[config.mk]
export PLATFORM = sky130hd
export DESIGN_NAME = epoch_seconds_to_local_datetime_top
export DESIGN_NICKNAME = d
export VERILOG_FILES = /design/src/hw/rtl/esld_pkg.sv /design/src/hw/rtl/esld_civil.sv /design/src/hw/rtl/epoch_seconds_to_local_datetime_top.sv
export SDC_FILE = /design/constraint.sdc
export NUM_CORES = 2
export LEC_CHECK = 0
export CORE_ASPECT_RATIO = 0.9
export CORE_MARGIN = 10
export CORE_UTILIZATION = 25
export CTS_CLUSTER_DIAMETER = 150
export DETAILED_ROUTE_END_ITERATION = 7
export DONT_BUFFER_PORTS = 1
export PLACE_DENSITY = 0.47
export SYNTH_ARGS = -nofsm -noshare
export SYNTH_HDL_FRONTEND = slang
export SYNTH_SLANG_ARGS = --single-unit
[constraint.sdc]
create_clock -name clock -period 19.58 [get_ports clock]
set_input_delay 2.937 -clock clock [delete_from_list [all_inputs] [get_ports clock]]
set_output_delay 2.937 -clock clock [all_outputs]
set_load 0.02 [all_outputs]
[src/hw/rtl/esld_pkg.sv]
package esld_pkg;

   // Field widths
   localparam int EPOCH_W  = 32;
   localparam int ZONE_W   = 17;
   localparam int DAYS_W   = 16;
   localparam int SOD_W    = 17;
   localparam int YEAR_W   = 12;
   localparam int MONTH_W  = 4;
   localparam int DOM_W    = 5;
   localparam int HOUR_W   = 5;
   localparam int MIN_W    = 6;
   localparam int SEC_W    = 6;

   // Pipeline depth, input register to output register
   localparam int NSTG     = 11;
   // Stages held inside the calendar unit (stage 5 to stage 11)
   localparam int CIV_STG  = 7;

   // Day count at or above this limit is reported as out of range
   localparam int DAY_LIMIT = 24820;

   localparam int SECS_PER_DAY  = 86400;
   localparam int SECS_PER_HOUR = 3600;

   // Reciprocals for exact division by constants, (x * M) >> K
   // days = (t >> 7) / 675
   localparam logic [25:0] RCP_DAY   = 26'd50903317;
   localparam int          SH_DAY    = 35;
   // hour = (sod >> 4) / 225
   localparam logic [13:0] RCP_HOUR  = 14'd9321;
   localparam int          SH_HOUR   = 21;
   // minute = (rem >> 2) / 15
   localparam logic [10:0] RCP_MIN   = 11'd1093;
   localparam int          SH_MIN    = 14;
   // doe / 1460 = (doe >> 2) / 365
   localparam logic [16:0] RCP_1460  = 17'd91930;
   localparam int          SH_1460   = 25;
   // yoe = n / 365
   localparam logic [18:0] RCP_YEAR  = 19'd367720;
   localparam int          SH_YEAR   = 27;
   // mp = (5 * doy + 2) / 153
   localparam logic [11:0] RCP_MP    = 12'd3427;
   localparam int          SH_MP     = 19;

   // Calendar constants, counted from 1600-03-01
   localparam int DAYS_TO_1600MAR = 135080;
   localparam int DAYS_PER_ERA    = 146097;
   localparam int DAYS_PER_CENT   = 36524;

   // Time of day plus range flag, carried down the pipe
   typedef struct packed {
      logic               ok;
      logic [HOUR_W-1:0]  hour;
      logic [MIN_W-1:0]   minute;
      logic [SEC_W-1:0]   second;
   } tod_type;

   // First day of a March-based month within the year: (153 * mp + 2) / 5
   function automatic logic [8:0] month_start(input logic [3:0] mp);
      logic [8:0] r;
      case (mp)
         4'd0:    r = 9'd0;
         4'd1:    r = 9'd31;
         4'd2:    r = 9'd61;
         4'd3:    r = 9'd92;
         4'd4:    r = 9'd122;
         4'd5:    r = 9'd153;
         4'd6:    r = 9'd184;
         4'd7:    r = 9'd214;
         4'd8:    r = 9'd245;
         4'd9:    r = 9'd275;
         4'd10:   r = 9'd306;
         4'd11:   r = 9'd337;
         default: r = 9'd0;
      endcase
      return r;
   endfunction

endpackage

[src/hw/rtl/esld_civil.sv]
module esld_civil (
   input  logic                        clock,
   input  logic [esld_pkg::CIV_STG-1:0] en,
   input  logic [esld_pkg::DAYS_W-1:0]  days,
   output logic [esld_pkg::YEAR_W-1:0]  year,
   output logic [esld_pkg::MONTH_W-1:0] month,
   output logic [esld_pkg::DOM_W-1:0]   day_of_month
);
   import esld_pkg::*;

   // c5: day of era
   logic [17:0] z5;
   logic [17:0] doe5_in, doe5_ff;
   logic        era5_in, era5_ff;

   // c6: century and four-year corrections
   logic [32:0] p6;
   logic [17:0] doe6_ff;
   logic        era6_ff;
   logic [6:0]  a6_in, a6_ff;
   logic [2:0]  b6_in, b6_ff;
   logic        c6_in, c6_ff;

   // c7: corrected day count for year division
   logic [17:0] n7_in, n7_ff;
   logic [17:0] doe7_ff;
   logic        era7_ff;

   // c8: year of era
   logic [36:0] p8;
   logic [8:0]  yoe8_in, yoe8_ff;
   logic [17:0] doe8_ff;
   logic        era8_ff;

   // c9: day of year, base year
   logic [1:0]  cent9;
   logic [17:0] ystart9;
   logic [8:0]  doy9_in, doy9_ff;
   logic [11:0] yb9_in, yb9_ff;

   // c10: March-based month
   logic [10:0] q10;
   logic [22:0] p10;
   logic [3:0]  mp10_in, mp10_ff;
   logic [8:0]  doy10_ff;
   logic [11:0] yb10_ff;

   // c11: final date
   logic [3:0]  m11;
   logic [8:0]  d11;
   logic [YEAR_W-1:0]  year_in,  year_ff;
   logic [MONTH_W-1:0] month_in, month_ff;
   logic [DOM_W-1:0]   dom_in,   dom_ff;

   always_comb begin
      z5      = 18'(days) + 18'(DAYS_TO_1600MAR);
      era5_in = (z5 >= 18'(DAYS_PER_ERA));
      doe5_in = era5_in ? z5 - 18'(DAYS_PER_ERA) : z5;

      p6    = 33'(doe5_ff[17:2]) * 33'(RCP_1460);
      a6_in = p6[SH_1460+6:SH_1460];
      b6_in = 3'(doe5_ff >= 18'(DAYS_PER_CENT))
            + 3'(doe5_ff >= 18'(2 * DAYS_PER_CENT))
            + 3'(doe5_ff >= 18'(3 * DAYS_PER_CENT))
            + 3'(doe5_ff >= 18'(4 * DAYS_PER_CENT));
      c6_in = (doe5_ff == 18'(DAYS_PER_ERA - 1));

      n7_in = doe6_ff - 18'(a6_ff) + 18'(b6_ff) - 18'(c6_ff);

      p8      = 37'(n7_ff) * 37'(RCP_YEAR);
      yoe8_in = p8[SH_YEAR+8:SH_YEAR];

      cent9   = 2'(yoe8_ff >= 9'd100) + 2'(yoe8_ff >= 9'd200) + 2'(yoe8_ff >= 9'd300);
      ystart9 = 18'(yoe8_ff) * 18'd365 + 18'(yoe8_ff[8:2]) - 18'(cent9);
      doy9_in = 9'(doe8_ff - ystart9);
      yb9_in  = 12'(yoe8_ff) + (era8_ff ? 12'd2000 : 12'd1600);

      q10     = 11'(doy9_ff) * 11'd5 + 11'd2;
      p10     = 23'(q10) * 23'(RCP_MP);
      mp10_in = p10[SH_MP+3:SH_MP];

      m11      = (mp10_ff < 4'd10) ? mp10_ff + 4'd3 : mp10_ff - 4'd9;
      d11      = doy10_ff - month_start(mp10_ff) + 9'd1;
      month_in = m11;
      dom_in   = d11[DOM_W-1:0];
      year_in  = yb10_ff + 12'(m11 <= 4'd2);
   end

   always_ff @(posedge clock) begin
      if (en[0]) begin
         doe5_ff <= doe5_in;
         era5_ff <= era5_in;
      end
      if (en[1]) begin
         doe6_ff <= doe5_ff;
         era6_ff <= era5_ff;
         a6_ff   <= a6_in;
         b6_ff   <= b6_in;
         c6_ff   <= c6_in;
      end
      if (en[2]) begin
         n7_ff   <= n7_in;
         doe7_ff <= doe6_ff;
         era7_ff <= era6_ff;
      end
      if (en[3]) begin
         yoe8_ff <= yoe8_in;
         doe8_ff <= doe7_ff;
         era8_ff <= era7_ff;
      end
      if (en[4]) begin
         doy9_ff <= doy9_in;
         yb9_ff  <= yb9_in;
      end
      if (en[5]) begin
         mp10_ff  <= mp10_in;
         doy10_ff <= doy9_ff;
         yb10_ff  <= yb9_ff;
      end
      if (en[6]) begin
         year_ff  <= year_in;
         month_ff <= month_in;
         dom_ff   <= dom_in;
      end
   end

   assign year         = year_ff;
   assign month        = month_ff;
   assign day_of_month = dom_ff;

endmodule

[src/hw/rtl/epoch_seconds_to_local_datetime_top.sv]
// Channel | Ports                                   | Word
// req     | req_valid, req_stall                    | req_epoch_seconds
// rsp     | rsp_valid, rsp_stall                    | rsp_ok .. rsp_second
// csr     | csr_wr_en                               | csr_wr_data (zone offset)
//
// Eleven register stages from input to output; one word per cycle sustained while the output is not stalled.
// The stages hold the chain of reciprocal multipliers
// (day split, hour/minute split, year-of-era and month divisions).
// Synchronous reset clears all valid bits and sets the zone offset to zero.
// A stall moves back only as far as the first empty stage, so bubbles close.
module epoch_seconds_to_local_datetime_top #(
   parameter int DAY_LIMIT = esld_pkg::DAY_LIMIT
) (
   input  logic                        clock,
   input  logic                        reset,
   input  logic                        req_valid,
   output logic                        req_stall,
   input  logic [esld_pkg::EPOCH_W-1:0] req_epoch_seconds,
   output logic                        rsp_valid,
   input  logic                        rsp_stall,
   output logic                        rsp_ok,
   output logic [esld_pkg::YEAR_W-1:0]  rsp_year,
   output logic [esld_pkg::MONTH_W-1:0] rsp_month,
   output logic [esld_pkg::DOM_W-1:0]   rsp_day_of_month,
   output logic [esld_pkg::HOUR_W-1:0]  rsp_hour,
   output logic [esld_pkg::MIN_W-1:0]   rsp_minute,
   output logic [esld_pkg::SEC_W-1:0]   rsp_second,
   input  logic                        csr_wr_en,
   input  logic [esld_pkg::ZONE_W-1:0]  csr_wr_data
);
   import esld_pkg::*;

   // Zone offset register
   logic [ZONE_W-1:0] zone_ff;

   // Stage valids and load enables (index 0 is stage 1)
   logic [NSTG-1:0] v_ff, v_in;
   logic [NSTG-1:0] en;

   // s1: shifted time
   logic [31:0] t1_in, t1_ff;
   // s2: day estimate
   logic [50:0] p2;
   logic [15:0] q2_in, q2_ff;
   logic [31:0] t2_ff;
   // s3: remainder
   logic [32:0] p3;
   logic [17:0] rem3_in, rem3_ff;
   logic [15:0] q3_ff;
   // s4: days and seconds of day
   logic [DAYS_W-1:0] days4_in, days4_ff;
   logic [SOD_W-1:0]  secs4_in, secs4_ff;
   logic              ok4_in, ok4_ff;
   // s5: hour
   logic [26:0]       p5;
   logic [HOUR_W-1:0] hr5_in, hr5_ff;
   logic [SOD_W-1:0]  secs5_ff;
   logic              ok5_ff;
   // s6: seconds within hour
   logic [SOD_W-1:0]  hs6;
   logic [11:0]       rs6_in, rs6_ff;
   logic [HOUR_W-1:0] hr6_ff;
   logic              ok6_ff;
   // s7: minute
   logic [20:0]       p7;
   logic [MIN_W-1:0]  min7_in, min7_ff;
   logic [11:0]       rs7_ff;
   logic [HOUR_W-1:0] hr7_ff;
   logic              ok7_ff;
   // s8 to s11: time of day words
   tod_type           tod8_in;
   tod_type           tod_ff [8:NSTG];

   // Calendar outputs at stage 11
   logic [YEAR_W-1:0]  civ_year;
   logic [MONTH_W-1:0] civ_month;
   logic [DOM_W-1:0]   civ_dom;

   // Load enable chain: a stage loads when empty or when the next one loads
   always_comb begin
      en[NSTG-1] = !v_ff[NSTG-1] || !rsp_stall;
      for (int i = NSTG - 2; i >= 0; i--) begin
         en[i] = !v_ff[i] || en[i+1];
      end
      v_in = {v_ff[NSTG-2:0], req_valid};
   end

   assign req_stall = !en[0];

   always_ff @(posedge clock) begin
      if (reset) begin
         v_ff    <= '0;
         zone_ff <= '0;
      end else begin
         for (int i = 0; i < NSTG; i++) begin
            if (en[i]) begin
               v_ff[i] <= v_in[i];
            end
         end
         if (csr_wr_en) begin
            zone_ff <= csr_wr_data;
         end
      end
   end

   // Datapath next values
   always_comb begin
      t1_in = req_epoch_seconds + {{(32-ZONE_W){zone_ff[ZONE_W-1]}}, zone_ff};

      // upper 25 bits of the shifted time feed the day divider
      p2    = 51'(t1_ff[31:7]) * 51'(RCP_DAY);
      q2_in = p2[SH_DAY+15:SH_DAY];

      p3      = 33'(q2_ff) * 33'(SECS_PER_DAY);
      rem3_in = 18'(t2_ff - p3[31:0]);

      if (rem3_ff >= 18'(SECS_PER_DAY)) begin
         days4_in = q3_ff + 16'd1;
         secs4_in = 17'(rem3_ff - 18'(SECS_PER_DAY));
      end else begin
         days4_in = q3_ff;
         secs4_in = 17'(rem3_ff);
      end
      ok4_in = (days4_in < 16'(DAY_LIMIT));

      p5     = 27'(secs4_ff[16:4]) * 27'(RCP_HOUR);
      hr5_in = p5[SH_HOUR+4:SH_HOUR];

      hs6    = 17'(hr5_ff) * 17'(SECS_PER_HOUR);
      rs6_in = 12'(secs5_ff - hs6);

      p7      = 21'(rs6_ff[11:2]) * 21'(RCP_MIN);
      min7_in = p7[SH_MIN+5:SH_MIN];

      tod8_in.ok     = ok7_ff;
      tod8_in.hour   = hr7_ff;
      tod8_in.minute = min7_ff;
      tod8_in.second = 6'(rs7_ff - 12'(min7_ff) * 12'd60);
   end

   always_ff @(posedge clock) begin
      if (en[0]) begin
         t1_ff <= t1_in;
      end
      if (en[1]) begin
         q2_ff <= q2_in;
         t2_ff <= t1_ff;
      end
      if (en[2]) begin
         rem3_ff <= rem3_in;
         q3_ff   <= q2_ff;
      end
      if (en[3]) begin
         days4_ff <= days4_in;
         secs4_ff <= secs4_in;
         ok4_ff   <= ok4_in;
      end
      if (en[4]) begin
         hr5_ff   <= hr5_in;
         secs5_ff <= secs4_ff;
         ok5_ff   <= ok4_ff;
      end
      if (en[5]) begin
         rs6_ff <= rs6_in;
         hr6_ff <= hr5_ff;
         ok6_ff <= ok5_ff;
      end
      if (en[6]) begin
         min7_ff <= min7_in;
         rs7_ff  <= rs6_ff;
         hr7_ff  <= hr6_ff;
         ok7_ff  <= ok6_ff;
      end
      if (en[7]) begin
         tod_ff[8] <= tod8_in;
      end
      for (int s = 9; s <= NSTG; s++) begin
         if (en[s-1]) begin
            tod_ff[s] <= tod_ff[s-1];
         end
      end
   end

   // Calendar date from the day count, stages 5 to 11
   esld_civil u_civil (
      .clock        (clock),
      .en           (en[NSTG-1:NSTG-CIV_STG]),
      .days         (days4_ff),
      .year         (civ_year),
      .month        (civ_month),
      .day_of_month (civ_dom)
   );

   // Output word; out-of-range days give all-zero fields
   assign rsp_valid        = v_ff[NSTG-1];
   assign rsp_ok           = tod_ff[NSTG].ok;
   assign rsp_year         = tod_ff[NSTG].ok ? civ_year  : '0;
   assign rsp_month        = tod_ff[NSTG].ok ? civ_month : '0;
   assign rsp_day_of_month = tod_ff[NSTG].ok ? civ_dom   : '0;
   assign rsp_hour         = tod_ff[NSTG].ok ? tod_ff[NSTG].hour   : '0;
   assign rsp_minute       = tod_ff[NSTG].ok ? tod_ff[NSTG].minute : '0;
   assign rsp_second       = tod_ff[NSTG].ok ? tod_ff[NSTG].second : '0;

endmodule

# == After elaboration in Yosys (flattened, before gate mapping) ==
# Memory sizes are Yosys's and may differ from the RTL's. A register that Yosys moved wholly into a read port is not among the register bits.
# Cells that the tools add are included.
# totals
regBits,375
latchBits,0
ramBits,72
romBits,144
inputBits,54
n_memories,2
# classes
addsub,26
mul,11
n_div,0
n_lt_le_gt_ge,12
eq_ne,1
shift,0
muxes,20
bitwise_logic,0
reduce_logical,24
# mem_list
name,depth,word_bits,read_ports,rd_ports_with_merged_regs,write_ports,line,source
(name not given),16,9,1,1,0,esld_pkg.sv:62,case (mp)
tod_ff,4,18,4,0,4,epoch_seconds_to_local_datetime_top.sv:72,tod_type tod_ff [8:NSTG];
# ops
op,n
greater-or-equal comparator 18 x 17 -> 1 bit (second input constant),3
multiplier 25 x 26 -> 51 bit (second input constant),1
greater-or-equal comparator 18 bit (second input constant),2
multiplier 18 x 16 -> 33 bit (second input constant),1
adder 32 bit,1
multiplier 16 x 16 -> 31 bit (second input constant),1
multiplier 13 x 14 -> 26 bit (second input constant),1
multiplier 11 x 12 -> 23 bit (second input constant),1
multiplier 10 x 11 -> 20 bit (second input constant),1
adder 16 x 18 -> 18 bit (second input constant),1
adder 18 x 3 -> 18 bit,1
equality test 18 bit (second input constant),1
greater-or-equal comparator 18 x 16 -> 1 bit (second input constant),1
two-way mux 18 bit,1
subtractor 18 x 1 -> 18 bit,1
subtractor 18 bit,1
subtractor 18 bit (second input constant),1
subtractor 18 x 7 -> 18 bit,1
two-way mux 17 bit,1
subtractor 17 bit (second input constant),1
adder 16 x 1 -> 16 bit (second input constant),1
< comparator 16 x 15 -> 1 bit (second input constant),1
multiplier 16 x 10 -> 11 bit (second input constant),1
two-way mux 16 bit,1
32 further kinds,67

# == Depth between registers and ports, before layout ==
# depth
ltp_word,13
mapped_depth,35

# == By module ==
# From an unflattened synthesis, not the netlist that was laid out.
# unflattened
hier_cells,4121
area_unflattened_um2,46794.9
# modules_own_cells
module,n_inst,cells_each,area_per_inst_um2,seq_area_each_um2
epoch_seconds_to_local_datetime_top,1,2219,25365.6,8368.0
esld_civil,1,1902,21429.3,4874.7

# == Worst setup path after synthesis ==
# No wires, ideal clock.
# synth_path
path_kind,input -> output
start,in rsp_stall
end,out req_stall
t_arrival_ns,6.985
setup_slack_ns,9.658
stages,8
n_path_buf,2
path_cell_list,and3_1 > clkbuf_1 > and3_1 > clkbuf_1 > nand4_1 > nor2_1 > nand4_1 > inv_1
# synth_via
elab_chain_cells,13
# synth_lines
element,line,source
from (decl),epoch_seconds_to_local_datetime_top.sv:20,"input logic rsp_stall,"
logical NOT 1 bit,epoch_seconds_to_local_datetime_top.sv:81,en[NSTG-1] = !v_ff[NSTG-1] || !rsp_stall;
logical OR 1 bit,epoch_seconds_to_local_datetime_top.sv:81,
logical OR 1 bit (6 in series),epoch_seconds_to_local_datetime_top.sv:83,en[i] = !v_ff[i] || en[i+1];
via en[4],epoch_seconds_to_local_datetime_top.sv:38,logic [NSTG-1:0] en;
logical OR 1 bit (4 in series),epoch_seconds_to_local_datetime_top.sv:83,
logical NOT 1 bit,epoch_seconds_to_local_datetime_top.sv:88,assign req_stall = !en[0];
to (decl),epoch_seconds_to_local_datetime_top.sv:17,"output logic req_stall,"
# The timed path passes the listed nets, and every way through them passes these cells.

# == Worst setup path in the final report ==
# Same ends and word-level chain as after synthesis.

==> impl_metrics.json <==
{
  "synthFlopType": "edfxtp_1",
  "drv_cap": 0,
  "finalSetupViolCount": 0,
  "start_kind": "primary input",
  "critPathMaxStageDelay_ps": 470,
  "synth.distinct_cells": 86,
  "ys_seq_area_share_pct": 28.7,
  "vias": 26349,
  "synth-edff-count": 419,
  "syn_avg_cell_area_sq_um": 11.7,
  "cts_max_path_buffers": 3,
  "grt_pass1_vias": 28476,
  "drc": 0,
  "cts_tree": "yes",
  "maxSlewHeadroom_pct": 29.4,
  "hpwlAfterDp_um": 80800,
  "fp.coreArea_sq_um": 183000,
  "ios": 95,
  "cpMaxStageDelayCell": "buf_4",
  "crit_type": "primary input to output pin",
  "cp.required_ps": 16640,
  "viasPerCell": 4.08,
  "postCtsSetupBuffers": 0,
  "layout.nets": 5533,
  "gp_congestion": 0.796,
  "synth_area_sq_um": 46100,
  "min_period_ps": 8130,
  "setup-tns-final_ps": 0,
  "grt.overflow.total": 0,
  "initial_core_util_pct": 25.1,
  "path_cells": "and3_1, buf_4, and3_1, nand4_1, buf_4, nor2_1, nand4_1, buf_4, inv_1",
  "synth_seq_cells": 452,
  "synth_common_cells": "992 x ha_1, 876 x inv_1, 488 x fa_1",
  "synthCells": 3940,
  "die-height_um": 427,
  "grt_pass1_wl_um": 158000,
  "drv_slew": 0,
  "synthesis.nets": 5474,
  "cp_common_cell": "buf_4",
  "drive_gt1_share_pct": 3.27,
  "async_flop_share_pct": 0,
  "finalClockSkew_ps": 33.2,
  "status": "finished clean",
  "clock_latency_ps": 660,
  "track_usage_pct": 9.81,
  "cts_hold_buf": 0,
  "antenna_found_initial": 2,
  "grt_max_degree": 50,
  "numPortBuffers": 0,
  "cts_sinks": 452,
  "drtIter0Drc": 974,
  "yosysTopAreaCell": "edfxtp_1",
  "dieArea_sq_um": 202000,
  "clockRootBuffer": "clkbuf_16",
  "ant_nets": 0,
  "fin_crit_sh_pct": 41.5,
  "hold_violations": 0,
  "post_cts_resized": 0,
  "synthTopCellsByArea": "edfxtp_1 27%, ha_1 27%, fa_1 21%",
  "end_kind": "output pin",
  "rows": 149,
  "clock.fmax_mhz": 123,
  "crit_path_max_fanout": 39,
  "clk_pin_slew_ps": 60,
  "ctsHtreeMaxLevel": 2,
  "arrival_ps": 5190,
  "hold_class": "flip-flop to flip-flop",
  "worst_pin_slew_ps": 1050,
  "drt-pass1-iter-count": 5,
  "yosysWarningCount": 0,
  "area_growth_pct": 10.7,
  "routed_wl_um": 96700,
  "wl_per_cell_um": 15.0,
  "yosysTopAreaCellShare_pct": 27.3,
  "die_x_um": 472,
  "cts_buffers": 52,
  "synth.most_common_cell": "ha_1",
  "rsz0062_at_grt": "false"
}
-- logic make-up (layout without fill, tap and decap cells) --
kind of cell	Yosys count	in the layout	synth area share (%)
AO/OA/AOI/OAI	388	388	5.49
XOR/XNOR	237	237	4.51
adder cells (fa/ha/maj)	1480	1480	48.1
buffers and inverters	894	993	7.32
flip-flops	452	452	28.7
multiplexers	27	27	0.595
other	0	2	0
AND/OR/NAND/NOR	462	462	5.20
-- flip-flops by register name, summed over array words and instances, names as in the netlist, 11 cells and up, named ones only --
signal           count
tod_ff              72
q2_ff               16
v_ff                11
u_civil.yb10_ff     12
u_civil.doe5_ff     18
rs6_ff              12
u_civil.year        12
rem3_ff             18
t2_ff               18
u_civil.doe6_ff     18
u_civil.n7_ff       18
u_civil.yb9_ff      12
q3_ff               16
secs4_ff            17
secs5_ff            12
days4_ff            16
zone_ff             17
t1_ff               32
-- path summary, 6_finish.rpt --
| check | end | cells past startpoint | startpoint | slack (ps) |
|---|---|---|---|---|
| worst max-delay path | req_stall | 9 | rsp_stall | 11450 |
| worst min register to register | tod_ff[2][68]$_DFFE_PP_ | 0 | tod_ff[2][50]$_DFFE_PN_ | 410 |
| worst min-delay path | tod_ff[2][68]$_DFFE_PP_ | 0 | tod_ff[2][50]$_DFFE_PN_ | 410 |
| worst max register to register | flip-flop | 34 | u_civil.doy9_ff[1]$_DFFE_PP_ | 11770 |
-- area by class of cell --
cell class	instances	area [sq um]
fillers	19046	132000
multi-input cells	2594	29500
inverters	877	3290
diodes	2	5.00
repair buffers	22	165
well taps	2416	3020
clock buffers	58	1320
clock inverters	36	464
flip-flops and latches	452	13200
-- routing by layer --
| layer | global-route usage, % | up-vias | share of wire [%] |
|---|---|---|---|
| met2 | 16.8 | 216 | 47 |
| met4 | 1.88 | 0 | 1.6 |
| met1 | 13.2 | 12826 | 48 |
| met5 | 0 | - | 0 |
| met3 | 1.36 | 80 | 2.9 |
| li1 | - | 13227 | - |
-- worst max-delay path: cells and delay by family --
kind                   cells  cell delay, ps
and+or+nand+nor            5             870
buffers and inverters      4            1330
-- metrics by stage --
stage | utilization [%] | cells | hold slack, ps | setup slack, ps | instance area, sq um
finish | 27.8 | 6457 | 411 | 11450 | 51000
CTS | 27.8 | 6455 | 414 | 11370 | 51000
global placement | 26.8 | 6361 | 401 | 11410 | 49200
global route | 27.8 | 6455 | 414 | 11050 | 51000
floorplan | - | 3940 | 400 | 9660 | 46100
detailed placement | 26.8 | 6361 | 405 | 11390 | 49200
-- layout by cell type, fill, tap and decap left out, types with 8 or more instances in the layout --
master       n
a21boi_0     8
a21o_1      49
a21oi_1    123
a31oi_1     13
and2_1      43
and3_1      16
and4_1       8
buf_4       22
clkbuf_16   52
dfxtp_1     33
edfxtp_1   419
fa_1       488
ha_1       992
inv_1      876
mux2i_1     24
nand2_1     76
nand2b_1    21
nand3_1     43
nand4_1     20
nor2_1     126
nor2b_1     31
nor3_1      27
nor3b_1      8
o21a_1      19
o21ai_0     74
o21bai_1    15
xnor2_1    164
xor2_1      73
Power is left out: the tool's default activity adds up to more than one toggle a clock period on the data nets, which glitch-free logic cannot reach.
